$ cat src/rtl/core/erd_pkg.sv
// Shared types and constants for the escaped row deframer.
package erd_pkg;

   // Input item kinds carried on the request tuser.
   localparam logic OP_BYTE = 1'b0;
   localparam logic OP_EOF  = 1'b1;

   // Result kinds carried on the result tuser.
   localparam logic [1:0] KIND_DATA      = 2'd0;
   localparam logic [1:0] KIND_FIELD_END = 2'd1;
   localparam logic [1:0] KIND_ROW_END   = 2'd2;
   localparam logic [1:0] KIND_ERROR     = 2'd3;

   // Error codes.
   localparam logic [1:0] ERR_NONE       = 2'd0;
   localparam logic [1:0] ERR_BAD_ESCAPE = 2'd1;
   localparam logic [1:0] ERR_OPEN_ESC   = 2'd2;
   localparam logic [1:0] ERR_COLUMNS    = 2'd3;

   // Special characters.
   localparam logic [7:0] CHAR_LF        = 8'h0A;
   localparam logic [7:0] CHAR_CR        = 8'h0D;
   localparam logic [7:0] CHAR_PIPE      = 8'h7C;
   localparam logic [7:0] CHAR_BACKSLASH = 8'h5C;
   localparam logic [7:0] CHAR_N         = 8'h6E;

   // Register map.
   localparam logic REG_EXPECTED_COLUMNS = 1'b0;
   localparam logic [7:0] EXPECTED_COLUMNS_RESET = 8'd1;

   // Result queue depth and the fill level at which two more fit.
   localparam int unsigned RSP_DEPTH = 4;
   localparam logic [2:0] RSP_ROOM_LIMIT = 3'd2;
   localparam logic [31:0] LINE_MAX = 32'hFFFF_FFFF;

   // Parser state carried between items.
   typedef struct packed {
      logic        esc_waiting;
      logic        cr_held;
      logic        line_started;
      logic [7:0]  col_counter;
      logic [31:0] line_counter;
      logic        halted;
   } erd_state_type;

   // One result item.
   typedef struct packed {
      logic [1:0]  kind;
      logic [7:0]  out_byte;
      logic [7:0]  column_index;
      logic [31:0] row_number;
      logic [1:0]  error_code;
      logic        last;
   } erd_result_type;

   // Builds a result with the last flag clear.
   function automatic erd_result_type make_result(
      input logic [1:0]  kind,
      input logic [7:0]  data,
      input logic [1:0]  err,
      input logic [7:0]  column,
      input logic [31:0] row
   );
      erd_result_type r;
      r.kind         = kind;
      r.out_byte     = data;
      r.column_index = column;
      r.row_number   = row;
      r.error_code   = err;
      r.last         = 1'b0;
      return r;
   endfunction

endpackage

$ cat src/rtl/core/escaped_row_deframer.sv
// Top level of the escaped row deframer: input register, parser state, result queue.
//
//   Channel   Direction  Handshake          Contents
//   req_*     in         tvalid/tready      tdata = in_byte, tuser = op
//   rsp_*     out        tvalid/tready      tdata = result fields, tuser = kind, tlast
//   csr_*     in         APB write/read     expected_columns at byte address 0
//
// One request per clock when results drain as fast as they are made; a request
// that makes two results (a held carriage return followed by a byte) queues both,
// and they leave one at a time. A request is held in the input register, parsed in
// a single pass, and its results leave from a four-entry queue.
// Reset clears the parser state, the queue and sets expected_columns to one.
// Result stalls back up into the input register only when the queue has fewer than two
// free entries.
module escaped_row_deframer import erd_pkg::*; #(
   parameter int unsigned MAX_COLUMNS = 255
) (
   input  logic        clock,
   input  logic        reset,
   // Request channel.
   input  logic        req_tvalid,
   output logic        req_tready,
   input  logic [7:0]  req_tdata,   // [7:0] in_byte
   input  logic        req_tuser,   // [0] op
   // Result channel.
   output logic        rsp_tvalid,
   input  logic        rsp_tready,
   output logic [55:0] rsp_tdata,   // [7:0] out_byte, [15:8] column_index,
                                    // [47:16] row_number, [49:48] error_code, zero pad
   output logic [1:0]  rsp_tuser,   // [1:0] kind
   output logic        rsp_tlast,
   // Configuration port.
   input  logic        csr_psel,
   input  logic        csr_penable,
   input  logic        csr_pwrite,
   input  logic [2:0]  csr_paddr,
   input  logic [31:0] csr_pwdata,
   output logic [31:0] csr_prdata,
   output logic        csr_pready
);

   logic           in_valid_ff;
   logic           in_valid_in;
   logic           in_op_ff;
   logic [7:0]     in_byte_ff;
   logic [7:0]     expected_ff;
   logic [7:0]     expected_in;
   erd_state_type  state_ff;
   erd_state_type  state_in;
   erd_state_type  step_next;
   erd_result_type res0;
   erd_result_type res1;
   erd_result_type head;
   logic [1:0]     res_count;
   logic [1:0]     push_count;
   logic           has_room;
   logic           not_empty;
   logic           parse_go;
   logic           req_take;
   logic           csr_write;

   // The input register drains whenever the queue can take two results.
   assign parse_go   = in_valid_ff && has_room;
   assign req_tready = !in_valid_ff || parse_go;
   assign req_take   = req_tvalid && req_tready;
   assign push_count = parse_go ? res_count : 2'd0;

   always_comb begin
      in_valid_in = in_valid_ff;
      if (req_take) begin
         in_valid_in = 1'b1;
      end else if (parse_go) begin
         in_valid_in = 1'b0;
      end
      state_in = parse_go ? step_next : state_ff;
   end

   always_ff @(posedge clock) begin
      if (reset) begin
         in_valid_ff <= 1'b0;
         state_ff    <= '0;
      end else begin
         in_valid_ff <= in_valid_in;
         state_ff    <= state_in;
      end
   end

   // Request payload register.
   always_ff @(posedge clock) begin
      if (req_take) begin
         in_op_ff   <= req_tuser;
         in_byte_ff <= req_tdata;
      end
   end

   // Configuration register.
   assign csr_pready = 1'b1;
   assign csr_write  = csr_psel && csr_penable && csr_pwrite && csr_pready;

   always_comb begin
      expected_in = expected_ff;
      if (csr_write && (csr_paddr[2] == REG_EXPECTED_COLUMNS)) begin
         expected_in = csr_pwdata[7:0];
      end
      csr_prdata = (csr_paddr[2] == REG_EXPECTED_COLUMNS) ? {24'd0, expected_ff} : 32'd0;
   end

   always_ff @(posedge clock) begin
      if (reset) begin
         expected_ff <= EXPECTED_COLUMNS_RESET;
      end else begin
         expected_ff <= expected_in;
      end
   end

   erd_step #(
      .MAX_COLUMNS (MAX_COLUMNS)
   ) u_step (
      .state            (state_ff),
      .op               (in_op_ff),
      .in_byte          (in_byte_ff),
      .expected_columns (expected_ff),
      .state_next       (step_next),
      .res0             (res0),
      .res1             (res1),
      .res_count        (res_count)
   );

   erd_rsp_fifo u_rsp_fifo (
      .clock      (clock),
      .reset      (reset),
      .push_count (push_count),
      .push0      (res0),
      .push1      (res1),
      .pop        (rsp_tready),
      .head       (head),
      .not_empty  (not_empty),
      .has_room   (has_room)
   );

   // Result channel outputs.
   assign rsp_tvalid = not_empty;
   assign rsp_tuser  = head.kind;
   assign rsp_tlast  = head.last;
   assign rsp_tdata  = {6'd0, head.error_code, head.row_number, head.column_index,
                        head.out_byte};

   // A halted parser produces no results.
   a_halted_silent: assert property (@(posedge clock) disable iff (reset)
      state_ff.halted |-> (push_count == 2'd0))
      else $error("results produced while halted");

   // Pushing an error result halts the parser.
   a_error_halts: assert property (@(posedge clock) disable iff (reset)
      ((push_count != 2'd0) && ((res0.kind == KIND_ERROR) || (res1.kind == KIND_ERROR)))
      |=> state_ff.halted)
      else $error("error result without halt");

   // Every result belongs to a counted line.
   a_row_nonzero: assert property (@(posedge clock) disable iff (reset)
      (push_count != 2'd0) |-> (res0.row_number != 32'd0))
      else $error("result with row number zero");

   // A full input register that cannot drain refuses new requests.
   a_hold_input: assert property (@(posedge clock) disable iff (reset)
      (in_valid_ff && !has_room) |-> !req_tready)
      else $error("request taken over a held one");

endmodule

$ cat src/rtl/core/erd_step.sv
// Combinational parse of one input item: next state and up to two results.
module erd_step import erd_pkg::*; #(
   parameter int unsigned MAX_COLUMNS = 255
) (
   input  erd_state_type  state,
   input  logic           op,
   input  logic [7:0]     in_byte,
   input  logic [7:0]     expected_columns,
   output erd_state_type  state_next,
   output erd_result_type res0,
   output erd_result_type res1,
   output logic [1:0]     res_count
);

   localparam logic [7:0] FIELD_CAP = 8'((MAX_COLUMNS < 255) ? MAX_COLUMNS : 255);

   // Error code produced when a row closes (none when the row is good).
   function automatic logic [1:0] row_end_code(
      input logic       esc,
      input logic [7:0] fc,
      input logic [7:0] expct
   );
      logic [1:0] code;
      code = ERR_NONE;
      if (esc) begin
         code = ERR_OPEN_ESC;
      end else if ((fc >= FIELD_CAP) || (({1'b0, fc} + 9'd1) != {1'b0, expct})) begin
         code = ERR_COLUMNS;
      end
      return code;
   endfunction

   always_comb begin
      logic [31:0]    lc_eff;
      logic [1:0]     rcode;
      logic           esc_a;
      logic           have_a;
      logic           have_b;
      logic           stop_a;
      erd_result_type res_a;
      erd_result_type res_b;

      state_next = state;
      res0       = '0;
      res1       = '0;
      res_count  = 2'd0;
      have_a     = 1'b0;
      have_b     = 1'b0;
      stop_a     = 1'b0;
      res_a      = '0;
      res_b      = '0;
      rcode      = ERR_NONE;
      esc_a      = state.esc_waiting;

      // A byte that opens a line advances the saturating line counter.
      lc_eff = state.line_counter;
      if ((op == OP_BYTE) && !state.line_started && (state.line_counter != LINE_MAX)) begin
         lc_eff = state.line_counter + 32'd1;
      end

      if (state.halted) begin
         state_next = state;
      end else if (op == OP_EOF) begin
         // End of file closes an open line, then rewinds for the next file.
         if (state.line_started) begin
            have_a = 1'b1;
            rcode  = row_end_code(state.esc_waiting, state.col_counter,
                                  expected_columns);
            if (rcode != ERR_NONE) begin
               res_a = make_result(KIND_ERROR, 8'd0, rcode, state.col_counter, lc_eff);
               state_next.halted = 1'b1;
            end else begin
               res_a = make_result(KIND_ROW_END, 8'd0, ERR_NONE, state.col_counter,
                                   lc_eff);
            end
         end
         state_next.esc_waiting   = 1'b0;
         state_next.cr_held       = 1'b0;
         state_next.line_started  = 1'b0;
         state_next.col_counter   = 8'd0;
         state_next.line_counter  = 32'd0;
      end else if (in_byte == CHAR_LF) begin
         // Newline closes the row; a held carriage return is dropped.
         have_a = 1'b1;
         rcode  = row_end_code(state.esc_waiting, state.col_counter, expected_columns);
         state_next.cr_held      = 1'b0;
         state_next.line_counter = lc_eff;
         if (rcode != ERR_NONE) begin
            res_a = make_result(KIND_ERROR, 8'd0, rcode, state.col_counter, lc_eff);
            state_next.halted       = 1'b1;
            state_next.line_started = 1'b1;
         end else begin
            res_a = make_result(KIND_ROW_END, 8'd0, ERR_NONE, state.col_counter, lc_eff);
            state_next.line_started = 1'b0;
            state_next.col_counter  = 8'd0;
         end
      end else begin
         state_next.line_started = 1'b1;
         state_next.line_counter = lc_eff;
         state_next.cr_held      = 1'b0;

         // A held CR not followed by newline is a plain byte, or an escape error.
         if (state.cr_held) begin
            have_a = 1'b1;
            esc_a  = 1'b0;
            if (state.esc_waiting) begin
               res_a  = make_result(KIND_ERROR, 8'd0, ERR_BAD_ESCAPE, state.col_counter,
                                    lc_eff);
               stop_a = 1'b1;
               state_next.halted = 1'b1;
            end else begin
               res_a = make_result(KIND_DATA, CHAR_CR, ERR_NONE, state.col_counter,
                                   lc_eff);
            end
         end
         state_next.esc_waiting = esc_a;

         // The current byte: hold a carriage return, else decode it.
         if (!stop_a) begin
            if (in_byte == CHAR_CR) begin
               state_next.cr_held = 1'b1;
            end else if (esc_a) begin
               have_b = 1'b1;
               state_next.esc_waiting = 1'b0;
               if ((in_byte == CHAR_BACKSLASH) || (in_byte == CHAR_PIPE)) begin
                  res_b = make_result(KIND_DATA, in_byte, ERR_NONE, state.col_counter,
                                      lc_eff);
               end else if (in_byte == CHAR_N) begin
                  res_b = make_result(KIND_DATA, CHAR_LF, ERR_NONE, state.col_counter,
                                      lc_eff);
               end else begin
                  res_b = make_result(KIND_ERROR, 8'd0, ERR_BAD_ESCAPE,
                                      state.col_counter, lc_eff);
                  state_next.halted = 1'b1;
               end
            end else if (in_byte == CHAR_BACKSLASH) begin
               state_next.esc_waiting = 1'b1;
            end else if (in_byte == CHAR_PIPE) begin
               have_b = 1'b1;
               res_b  = make_result(KIND_FIELD_END, 8'd0, ERR_NONE, state.col_counter,
                                    lc_eff);
               if (state.col_counter < FIELD_CAP) begin
                  state_next.col_counter = state.col_counter + 8'd1;
               end
            end else begin
               have_b = 1'b1;
               res_b  = make_result(KIND_DATA, in_byte, ERR_NONE, state.col_counter,
                                    lc_eff);
            end
         end
      end

      // Pack the results in order and flag the final one.
      if (have_a && have_b) begin
         res0      = res_a;
         res1      = res_b;
         res1.last = 1'b1;
         res_count = 2'd2;
      end else if (have_a) begin
         res0      = res_a;
         res0.last = 1'b1;
         res_count = 2'd1;
      end else if (have_b) begin
         res0      = res_b;
         res0.last = 1'b1;
         res_count = 2'd1;
      end
   end

endmodule

$ cat src/rtl/core/erd_rsp_fifo.sv
// Four-entry result queue that takes up to two results per cycle.
module erd_rsp_fifo import erd_pkg::*; (
   input  logic           clock,
   input  logic           reset,
   input  logic [1:0]     push_count,
   input  erd_result_type push0,
   input  erd_result_type push1,
   input  logic           pop,
   output erd_result_type head,
   output logic           not_empty,
   output logic           has_room
);

   erd_result_type entry_ff [RSP_DEPTH];
   logic [1:0] wr_ptr_ff;
   logic [1:0] wr_ptr_in;
   logic [1:0] rd_ptr_ff;
   logic [1:0] rd_ptr_in;
   logic [2:0] count_ff;
   logic [2:0] count_in;
   logic       pop_ok;

   assign pop_ok    = pop && (count_ff != 3'd0);
   assign not_empty = (count_ff != 3'd0);
   assign has_room  = (count_ff <= RSP_ROOM_LIMIT);
   assign head      = entry_ff[rd_ptr_ff];

   // Pointer and fill level updates.
   always_comb begin
      wr_ptr_in = wr_ptr_ff + push_count;
      rd_ptr_in = rd_ptr_ff + {1'b0, pop_ok};
      count_in  = count_ff + {1'b0, push_count} - {2'b00, pop_ok};
   end

   always_ff @(posedge clock) begin
      if (reset) begin
         wr_ptr_ff <= 2'd0;
         rd_ptr_ff <= 2'd0;
         count_ff  <= 3'd0;
      end else begin
         wr_ptr_ff <= wr_ptr_in;
         rd_ptr_ff <= rd_ptr_in;
         count_ff  <= count_in;
      end
   end

   // Result storage; the second result goes one slot after the first.
   always_ff @(posedge clock) begin
      if (push_count != 2'd0) begin
         entry_ff[wr_ptr_ff] <= push0;
      end
      if (push_count == 2'd2) begin
         entry_ff[wr_ptr_ff + 2'd1] <= push1;
      end
   end

   // The queue never holds more than its depth.
   a_count_bound: assert property (@(posedge clock) disable iff (reset)
      count_ff <= 3'(RSP_DEPTH))
      else $error("result queue overfilled");

   // Pushes only happen when two entries are free.
   a_push_room: assert property (@(posedge clock) disable iff (reset)
      (push_count != 2'd0) |-> has_room)
      else $error("push into a queue without room");

   // A pop with nothing pushed lowers the fill level by one.
   a_pop_level: assert property (@(posedge clock) disable iff (reset)
      (pop_ok && (push_count == 2'd0)) |=> (count_ff == $past(count_ff) - 3'd1))
      else $error("fill level wrong after pop");

endmodule
$ cat config.mk
export PLATFORM = sky130hd
export DESIGN_NAME = escaped_row_deframer
export DESIGN_NICKNAME = d
export VERILOG_FILES = /design/src/rtl/core/erd_pkg.sv /design/src/rtl/core/escaped_row_deframer.sv /design/src/rtl/core/erd_step.sv /design/src/rtl/core/erd_rsp_fifo.sv
export SDC_FILE = /design/constraint.sdc
export NUM_CORES = 1
export LEC_CHECK = 0
export BUFFER_PORTS_ARGS = -buffer_cell sky130_fd_sc_hd__buf_2
export CORE_MARGIN = 2
export CORE_UTILIZATION = 65
export CTS_BUF_LIST = sky130_fd_sc_hd__clkbuf_16
export CTS_CLUSTER_SIZE = 40
export DETAILED_ROUTE_END_ITERATION = 6
export GPL_TIMING_DRIVEN = 0
export PLACE_DENSITY = 0.86
export SYNTH_ARGS = -nofsm -noshare
export SYNTH_HDL_FRONTEND = slang
export SYNTH_HIERARCHICAL = 1
export SYNTH_SLANG_ARGS = --single-unit
$ cat constraint.sdc
create_clock -name clock -period 13.6 [get_ports clock]
set_input_delay 2.72 -clock clock [delete_from_list [all_inputs] [get_ports clock]]
set_output_delay 2.72 -clock clock [all_outputs]
set_load 0.005 [all_outputs]
==> results by group, run 1 <==
Run status
  • Status: complete, no violations

Setup path
  • WP data required: 10.88 ns
  • CP max FO: 9
  • Flop-to-flop setup slack: 8.61 ns
  • Worst Path Arrival: 3.21 ns
  • Critical path start-end classification: in -> out
  • Critical Path Source: csr_paddr[2]
  • Worst reg2reg path endpoint: u_rsp_fifo/entry_ff[2][12]$_DFFE_PP_
  • Startpoint types: input pin
  • Reg2reg path depth: 14
  • Worst setup EP type: output port
  • R2R Path Start: in_byte_ff[5]$_DFFE_PP_
  • CP Capture Point: csr_prdata[3]

STA
  • Slew margin rel.: 20.1%
  • Final hold slack: 0.502 ns
  • Clk_skew: 0.0102 ns
  • Final setup fails: 0
  • Minimum clock period: 5.93 ns
  • Final Cycle Share: 43.6%
  • Fin. max-slew vios: 0
  • Sum Neg Setup Slack: 0 ns
  • RSZ-0062 raised after global routing: false
  • Max Clock Freq: 169 MHz
  • Final hold vios: 0
  • Slew @ Worst Pin: 1.18 ns

Floorplan
  • Core Region: 26100 um2
  • Starting Density: 66.0%
  • Die ar.: 27800 um2
  • Die Width: 167 um
  • Die H: 167 um
  • # IOs: 145
  • Row count: 59

CTS
  • CTS Buf Count: 29
  • Longest Clk Path Bufs: 3
  • Htree depth: 1
  • Hold-fix buffers at CTS: 0
  • Clock transition at path regs: 0.06 ns
  • Root Buffer: clkbuf_16
  • Post-cts resize count: 0
  • Worst skew pair latency: 0.55 ns
  • Post-CTS Setup Inserts: 0
  • TritonCTS Sinks: 281
  • CTS tree: yes

Global route
  • Total congestion overflow: 0
  • Initial antenna violation count: 0
  • Via count of the first global-routing pass: 12.5k
  • Pin count of the biggest net entering global routing: 26
  • GRT Total Usage: 32.4%
  • First-pass GRT wire length: 71000 um

Layout
  • Fin cells: 1964
  • Design Area, Final: 19300 um2
  • NumNets Final: 1666
  • Synth-to-layout area growth: 12.1%
  • Share of layout cells above drive strength 1: 37.0%
  • Core Util, Final: 74.0%
  • Ant diodes: 0

Route
  • Detailed Routing Iterations Pass 1: 6
  • Drt total wl: 45500 um
  • DR WL/cell: 23.2 um
  • Drc violations: 0
  • DRT iter0 DRCs: 1712
  • Via count: 12.9k
  • Detail Route Antenna Nets: 0
  • Via density: 6.56

Power
  • Power Dens Cells: 115 nW/um2
  • Comb power frac: 22.0%
  • Internal power: 0.00161 W
  • Seq pwr share: 44.3%
  • Worst vdd ir: 0.131 mV
  • Sw Ratio: 27.5%
  • Clk pwr share: 33.7%
  • Leak: 7.03 nW
  • Sw power: 0.000608 W

Place
  • GPL Wtd Cong: 0.985
  • Placed cells: 1912
  • IO buf count: 87
  • HPWL Detailed: 32400 um
  • DP Area: 18400 um2

Yosys
  • Yosys Warn Count: 6
  • Synth Cell Area: 17200 um2
  • Syn avg cell area: 11.8 um2
  • Sequential fraction of the synthesis area: 45.6%
  • Number of synthesized flops with an enable pin: 221
  • Post-synthesis cell type count: 92
  • Main flop type after synthesis: edfxtp_1
  • Cell count after synthesis: 1453
  • Async SR Flop Fraction: 0%
  • FF+latch count, synth: 281

Hold path
  • Hold/Removal Path Class: reg -> reg

Flow run
  • Max Cap Violations: 0
cells in the mapped netlist (4+ instances only):
library cell,number,area (um2)
nor2b_1,15,93.8
dfxtp_1,60,1200
ha_1,6,75.1
edfxtp_1,221,6640
xor2_1,10,87.6
mux4_2,53,1190
buf_2,59,295
nand3_1,61,305
o21a_1,5,37.5
a31oi_1,14,87.6
xnor2_1,23,201
mux2_4,20,300
mux2_2,193,2170
and3_1,7,43.8
a21o_1,7,52.6
o31ai_1,8,60.1
inv_1,21,78.8
o21ai_0,46,230
and2_1,22,138
or3_1,14,87.6
nor2_1,104,390
nor4_1,10,62.6
nand2_1,65,244
a211oi_1,6,45.0
nor3_1,14,70.1
mux2i_1,29,290
a21oi_1,82,410
and2b_2,8,70.1
nand2b_1,20,125
or2_2,6,37.5
o221ai_1,4,35.0
clkbuf_1,36,135
buf_6,16,180
buf_4,40,300
nand4_1,11,68.8
o22ai_1,11,68.8
a21bo_2,44,440
kinds of logic after synthesis:
| family | synth area share [%] |
|---|---|
| fa+ha+maj | 0.553 |
| compound gates | 10.6 |
| flops | 45.6 |
| mux | 23.1 |
| buf+inv | 5.99 |
| simple gates | 12.2 |
| xor+xnor | 1.96 |
| other cells | 0.0654 |
flip-flops by register name (all words and copies together) (netlist names):
name / count
expected_ff: 8
in_byte_ff: 8
in_op_ff: 1
in_valid_ff: 1
state_ff: 44
u_rsp_fifo/count_ff: 3
u_rsp_fifo/entry_ff: 212
u_rsp_fifo/rd_ptr_ff: 2
u_rsp_fifo/wr_ptr_ff: 2
worst max-delay path: stages:
cell     delay [ns]
buf_2          0.14
and2b_2        0.23
buf_2          0.12
cell usage in the layout, fill, tap and decap left out, types with 6 or more instances in the layout:
cell type	instances
mux2_4	20
mux2_2	193
or2_2	6
buf_4	40
and2_1	22
o21ai_0	45
a21bo_2	44
nand2_1	65
dfxtp_1	60
a21oi_1	82
clkbuf_1	36
clkbuf_16	29
a21o_1	7
xnor2_1	23
nor3_1	14
buf_6	16
nor2_1	102
conb_1	32
mux4_2	53
nor4_1	10
o31ai_1	8
o22ai_1	11
mux2i_1	29
or3_1	14
a31oi_1	14
a211oi_1	6
edfxtp_1	221
and2b_2	8
inv_1	29
xor2_1	10
ha_1	6
and3_1	7
nor2b_1	15
nand4_1	11
nand3_1	61
nand2b_1	20
buf_2	146
clkinv_1	7
layer usage:
metal | global-route usage (%) | share of wire (%) | vias to the layer above
met4 | 9.26 | 2.7 | 0
met3 | 5.25 | 11 | 120
met5 | 0 | 0 | -
met1 | 45.9 | 39 | 6231
met2 | 52.1 | 47 | 794
li1 | - | - | 5732
stage by stage:
step,power (W),setup WS [ns]
5_1_grt,0.00229,7.63
3_3_place_gp,0.00146,3.54
6_report,0.00222,7.67
2_1_floorplan,0.00131,6.69
3_5_place_dp,0.00148,7.66
4_1_cts,0.00222,7.66
final cells by class:
| class | count | area (um2) |
|---|---|---|
| Fill cell | 1687 | 6780 |
| Tap cell | 335 | 419 |
| Timing Repair Buffer | 95 | 626 |
| Sequential cell | 281 | 7840 |
| Clock inverter | 23 | 158 |
| Multi-Input combinational cell | 1024 | 8480 |
| Inverter | 21 | 78.8 |
| Clock buffer | 29 | 726 |
| Buffer | 156 | 952 |
worst min-delay path by stage:
stage	end	depth (start not counted)	slack [ns]	startpoint
2_1_floorplan	expected_ff[4]$_SDFFE_PP0P_	2	0.47	expected_ff[4]$_SDFFE_PP0P_
3_3_place_gp	expected_ff[4]$_SDFFE_PP0P_	2	0.49	expected_ff[4]$_SDFFE_PP0P_
3_5_place_dp	expected_ff[4]$_SDFFE_PP0P_	2	0.50	expected_ff[4]$_SDFFE_PP0P_
4_1_cts	expected_ff[4]$_SDFFE_PP0P_	2	0.50	expected_ff[4]$_SDFFE_PP0P_
5_1_grt	expected_ff[1]$_SDFFE_PP0P_	2	0.53	expected_ff[1]$_SDFFE_PP0P_
6_report	expected_ff[6]$_SDFFE_PP0P_	2	0.50	expected_ff[6]$_SDFFE_PP0P_
power groups by stage:
stage	logic, W	registers (W)	clock network, W
after floorplan	0.000317	0.000996	0
after global placement	0.000460	0.00100	0
after detailed placement	0.000481	0.000999	0
after CTS	0.000484	0.000981	0.000750
after global routing	0.000519	0.000984	0.000788
final	0.000487	0.000981	0.000748
Note: power is estimated with default switching activity, not from simulation.
==> inputs of run 2 (changes only) <==
--- a/config.mk
+++ b/config.mk
@@ -7,12 +7,12 @@
 export LEC_CHECK = 0
 export BUFFER_PORTS_ARGS = -buffer_cell sky130_fd_sc_hd__buf_2
 export CORE_MARGIN = 2
-export CORE_UTILIZATION = 65
+export CORE_UTILIZATION = 55
 export CTS_BUF_LIST = sky130_fd_sc_hd__clkbuf_16
 export CTS_CLUSTER_SIZE = 40
 export DETAILED_ROUTE_END_ITERATION = 6
 export GPL_TIMING_DRIVEN = 0
-export PLACE_DENSITY = 0.86
+export PLACE_DENSITY = 0.77
 export SYNTH_ARGS = -nofsm -noshare
 export SYNTH_HDL_FRONTEND = slang
 export SYNTH_HIERARCHICAL = 1
==> constraint.sdc (replaced) <==
create_clock -name clock -period 5.2 [get_ports clock]
set_input_delay 1.04 -clock clock [delete_from_list [all_inputs] [get_ports clock]]
set_output_delay 1.04 -clock clock [all_outputs]
set_load 0.005 [all_outputs]
==> results by group, run 2 (synthesized netlist as in run 1, its figures left out) <==
Flow run
  • Max Cap Violations: 0

Layout
  • Commonest non-fill, non-tap cell in the layout: edfxtp_1
  • Largest register FFs: 212
  • NumNets Final: 1667
  • Biggest register: u_rsp_fifo/entry_ff
  • Most frequent cells in the layout: edfxtp_1 (221), mux2_2 (193), buf_2 (146)
  • Share of layout cells above drive strength 1: 37.5%
  • Core Util, Final: 63.7%
  • Synth-to-layout area growth: 13.5%
  • Regs by FF count: u_rsp_fifo/entry_ff x212, state_ff x44
  • Fin cells: 2029
  • Ant diodes: 0

CTS
  • Worst skew pair latency: 0.58 ns
  • Root Buffer: clkbuf_16
  • Longest Clk Path Bufs: 3
  • Hold-fix buffers at CTS: 0
  • Clock transition at path regs: 0.06 ns
  • Post-CTS Setup Inserts: 0
  • Htree depth: 1
  • CTS tree: yes
  • CTS Buf Count: 30
  • TritonCTS Sinks: 281
  • Post-cts resize count: 0

Setup path
  • Worst setup EP type: register
  • Worst path cell trace: clkbuf_1 > or4b_1 > buf_2 > a211oi_1 > or2_2 > nor2_1 > ha_1 > or4_1 > o21ai_2 > buf_2 > o21ai_0 > a31oi_1 > mux2_2
  • Worst Path Arrival: 5.39 ns
  • Cell mode on critical path: buf_2
  • WP data required: 5.63 ns
  • Slowest stage delay, CP: 0.65 ns
  • Critical path start-end classification: reg -> reg
  • Startpoint types: register
  • CP max FO: 11
  • Slowest CP cell: or4_1

Floorplan
  • Die Width: 181 um
  • Row count: 64
  • Die H: 181 um
  • Starting Density: 56.1%
  • Die ar.: 32700 um2
  • Core Region: 30700 um2
  • # IOs: 145

STA
  • Final hold vios: 0
  • Slew margin rel.: 25.5%
  • Slew @ Worst Pin: 1.10 ns
  • Max Clock Freq: 202 MHz
  • Sum Neg Setup Slack: 0 ns
  • Final Cycle Share: 95.4%
  • Final setup fails: 0
  • Final hold slack: 0.504 ns
  • Minimum clock period: 4.96 ns
  • RSZ-0062 raised after global routing: false
  • Clk_skew: 0.0262 ns
  • Fin. max-slew vios: 0

Global route
  • GRT Total Usage: 27.2%
  • Total congestion overflow: 0
  • Initial antenna violation count: 0
  • Via count of the first global-routing pass: 12.2k
  • Pin count of the biggest net entering global routing: 25
  • First-pass GRT wire length: 70400 um

Hold path
  • Hold/Removal Path Class: reg -> reg

Route
  • Via count: 12.6k
  • Via density: 6.22
  • Drt total wl: 45500 um
  • Drc violations: 0
  • DR WL/cell: 22.4 um
  • Detailed Routing Iterations Pass 1: 6
  • Detail Route Antenna Nets: 0
  • DRT iter0 DRCs: 1539

Place
  • Placed cells: 1973
  • IO buf count: 87
  • HPWL Detailed: 31700 um
  • GPL Wtd Cong: 0.996

Power
  • Leak: 7.08 nW
  • Power Dens Cells: 313 nW/um2
  • Worst vdd ir: 0.289 mV
  • Total power: 0.00612 W

Run status
  • Status: complete, no violations
==> run 2: path summary, 6_finish.rpt <==
kind | startpoint | to | slack [ns] | cells past startpoint
max | in_byte_ff[5]$_DFFE_PP_ | u_rsp_fifo/entry_ff[1][18]$_DFFE_PP_ | 0.24 | 13
min | expected_ff[6]$_SDFFE_PP0P_ | expected_ff[6]$_SDFFE_PP0P_ | 0.50 | 2
max reg2reg | in_byte_ff[5]$_DFFE_PP_ | u_rsp_fifo/entry_ff[1][18]$_DFFE_PP_ | 0.24 | 13
min reg2reg | expected_ff[6]$_SDFFE_PP0P_ | expected_ff[6]$_SDFFE_PP0P_ | 0.50 | 2
==> run 2: cell type report <==
type                    count  area, um2
fillers                  2279      11100
multi-input cells        1024       8480
flip-flops and latches    281       7840
plain buffers             156        952
clock buffers              30        751
repair buffers             95        626
well taps                 396        495
clock inverters            26        298
inverters                  21       78.8
==> run 2: where the power goes <==
part	internal (W)	switching, W
Combinational	0.000580	0.000714
Clock	0.00135	0.000913
Sequential	0.00252	0.0000423
==> run 2: through the flow <==
step | setup slack (ns) | cell area, um2
5_1_grt | 0.0591 | 19500
3_5_place_dp | 0.366 | 18500
3_3_place_gp | -2.60 | 18300
4_1_cts | 0.317 | 19500
6_report | 0.241 | 19500
2_1_floorplan | -0.132 | 17300
==> run 2: per-layer routing <==
metal,track usage [%],share of wire [%]
met1,37.8,41
met2,44.9,47
met3,3.79,9.4
met4,7.58,2.5
met5,0,0
==> run 2: worst max-delay path, delay by kind of cell, from the launching register on <==
family | cells | cell delay, ns
muxes | 1 | 0.25
adders and majority gates | 1 | 0.38
DFF | 1 | 0.35
AOI/OAI and AO/OA | 4 | 1.55
buffers and inverters | 3 | 0.79
and+or+nand+nor | 4 | 1.48
==> inputs of run 3 (changes only) <==
--- a/config.mk
+++ b/config.mk
@@ -6,13 +6,16 @@
 export NUM_CORES = 1
 export LEC_CHECK = 0
 export BUFFER_PORTS_ARGS = -buffer_cell sky130_fd_sc_hd__buf_2
+export CELL_PAD_IN_SITES_DETAIL_PLACEMENT = 0
+export CELL_PAD_IN_SITES_GLOBAL_PLACEMENT = 2
 export CORE_MARGIN = 2
-export CORE_UTILIZATION = 55
+export CORE_UTILIZATION = 42
 export CTS_BUF_LIST = sky130_fd_sc_hd__clkbuf_16
 export CTS_CLUSTER_SIZE = 40
 export DETAILED_ROUTE_END_ITERATION = 6
 export GPL_TIMING_DRIVEN = 0
-export PLACE_DENSITY = 0.77
+export PLACE_DENSITY_LB_ADDON = 0.1
+export SKIP_CTS_REPAIR_TIMING = 1
 export SYNTH_ARGS = -nofsm -noshare
 export SYNTH_HDL_FRONTEND = slang
 export SYNTH_HIERARCHICAL = 1
==> constraint.sdc (replaced) <==
create_clock -name clock -period 5.1 [get_ports clock]
set_input_delay 1.02 -clock clock [delete_from_list [all_inputs] [get_ports clock]]
set_output_delay 1.02 -clock clock [all_outputs]
set_load 0.005 [all_outputs]
==> results by group, run 3 (synthesized netlist as in run 1, its figures left out) <==
Layout
  • Biggest register: u_rsp_fifo/entry_ff
  • Commonest non-fill, non-tap cell in the layout: edfxtp_1
  • Footprint of the multi-input gates: 8500 um2
  • Core Util, Final: 48.7%
  • NumNets Final: 1674
  • Area occupied by registers: 7840 um2
  • Share of layout cells above drive strength 1: 37.6%
  • Regs by FF count: u_rsp_fifo/entry_ff x212, state_ff x44
  • # fillers: 3724
  • Largest register FFs: 212
  • Most frequent cells in the layout: edfxtp_1 (221), mux2_2 (193), buf_2 (146)
  • Synth-to-layout area growth: 15.0%
  • Ant diodes: 0

Flow run
  • Max Cap Violations: 0

Floorplan
  • Die H: 206 um
  • Die Width: 206 um
  • # IOs: 145
  • Row count: 74
  • Starting Density: 42.3%
  • Core Region: 40600 um2
  • Die ar.: 42600 um2

Power
  • Sw Ratio: 27.6%
  • Leak: 7.16 nW
  • Clk pwr share: 38.5%
  • Internal power: 0.00461 W
  • Comb power frac: 20.5%
  • Total power: 0.00638 W
  • Sw power: 0.00176 W
  • Worst vdd ir: 0.196 mV
  • Seq pwr share: 41.0%
  • Power Dens Cells: 322 nW/um2

Route
  • Via count: 12.1k
  • Detail Route Antenna Nets: 0
  • Via density: 5.59
  • DRT iter0 DRCs: 854
  • Drc violations: 0
  • Detailed Routing Iterations Pass 1: 5
  • DR WL/cell: 23.1 um
  • Drt total wl: 50200 um

Setup path
  • Reg2reg path depth: 14
  • R2R Path Start: in_byte_ff[5]$_DFFE_PP_
  • Critical Path Source: in_byte_ff[5]$_DFFE_PP_
  • Cell mode on critical path: buf_2
  • Worst Path Arrival: 5.12 ns
  • Critical path start-end classification: reg -> reg
  • Worst path cell trace: clkbuf_1 > or4b_1 > buf_2 > nor3_4 > o31a_1 > ha_2 > buf_4 > and3_1 > and4bb_2 > buf_2 > buf_2 > o21bai_4 > buf_12 > buf_12
  • Slowest stage delay, CP: 0.57 ns
  • WP data required: 5.34 ns
  • Startpoint types: register
  • Slowest CP cell: or4b_1
  • Worst setup EP type: register
  • CP max FO: 25

CTS
  • Root Buffer: clkbuf_16
  • Clock transition at path regs: 0.06 ns
  • TritonCTS Sinks: 281
  • Worst skew pair latency: 0.55 ns
  • Longest Clk Path Bufs: 3
  • Htree depth: 2
  • CTS tree: yes
  • CTS Buf Count: 34

STA
  • Final hold vios: 0
  • RSZ-0062 raised after global routing: false
  • Minimum clock period: 4.88 ns
  • Max Clock Freq: 205 MHz
  • Fin. max-slew vios: 0
  • Slew @ Worst Pin: 1.01 ns
  • Clk_skew: 0.0198 ns
  • Slew margin rel.: 32.7%
  • Sum Neg Setup Slack: 0 ns
  • Final setup fails: 0
  • Final Cycle Share: 95.6%

Hold path
  • Hold/Removal Path Class: reg -> reg
  • Hold path depth: 2
  • Worst hold start: expected_ff[4]$_SDFFE_PP0P_

Global route
  • Initial antenna violation count: 0
  • GRT Total Usage: 23.9%
  • First-pass GRT wire length: 75600 um
  • Via count of the first global-routing pass: 12.0k
  • Total congestion overflow: 0
  • Pin count of the biggest net entering global routing: 27

Run status
  • Status: complete, no violations

Place
  • IO buf count: 87
  • HPWL Detailed: 36000 um
  • GPL Wtd Cong: 0.842
==> run 3: cell count changes in the layout (fill, tap and decap cells not counted), sizes merged <==
cell	delta
buf	+3
bufinv	-2
clkbuf	+5
clkinv	+3
clkinvlp	-6
inv	+6
==> run 3: cell type report <==
cell class	instances	area share (%)
Multi-Input combinational cell	1024	43.0
Sequential cell	281	39.6
Buffer	156	4.81
Clock buffer	35	4.43
Tap cell	532	3.37
Timing Repair Buffer	98	3.20
Clock inverter	27	1.20
Inverter	21	0.399
==> run 3: path summary, 6_finish.rpt <==
path | end | slack (ns)
setup / recovery | u_rsp_fifo/entry_ff[2][24]$_DFFE_PP_ | 0.22
hold / removal | expected_ff[4]$_SDFFE_PP0P_ | 0.50
setup reg to reg | u_rsp_fifo/entry_ff[2][24]$_DFFE_PP_ | 0.22
hold reg to reg | expected_ff[4]$_SDFFE_PP0P_ | 0.50
==> run 3: metal layers <==
layer	track usage [%]	up-vias	wire [um]
met4	5.13	0	822
met1	34.0	6048	23100
met3	4.42	47	2850
met5	0	-	0
li1	-	5746	-
met2	38.2	303	23300
==> run 3: critical path: cells and delay by family (launching register included) <==
family / cells / cell delay, ns
buffers and inverters: 7 / 1.70
AO/OA/AOI/OAI: 2 / 0.59
flip-flops: 1 / 0.36
adder cells (fa/ha/maj): 1 / 0.39
AND/OR/NAND/NOR: 4 / 1.48
==> run 3: per-stage QoR <==
stage / cells / cell area, um2 / setup slack, ns / hold slack (ns)
after floorplan: 1482 / 17300 / -0.232 / 0.466
after global placement: 2101 / 18400 / -2.98 / 0.484
after detailed placement: 2109 / 18600 / -0.0764 / 0.496
after CTS: 2171 / 19700 / -0.127 / 0.503
after global routing: 2174 / 19800 / 0.00409 / 0.528
final: 2174 / 19800 / 0.225 / 0.500
==> run 3: power groups by stage <==
stage | combinational [W] | sequential (W) | clock (W)
after global routing | 0.00143 | 0.00262 | 0.00260
final | 0.00131 | 0.00261 | 0.00246
after CTS | 0.00134 | 0.00261 | 0.00251
after floorplan | 0.000846 | 0.00265 | 0
after detailed placement | 0.00133 | 0.00266 | 0
after global placement | 0.00130 | 0.00267 | 0
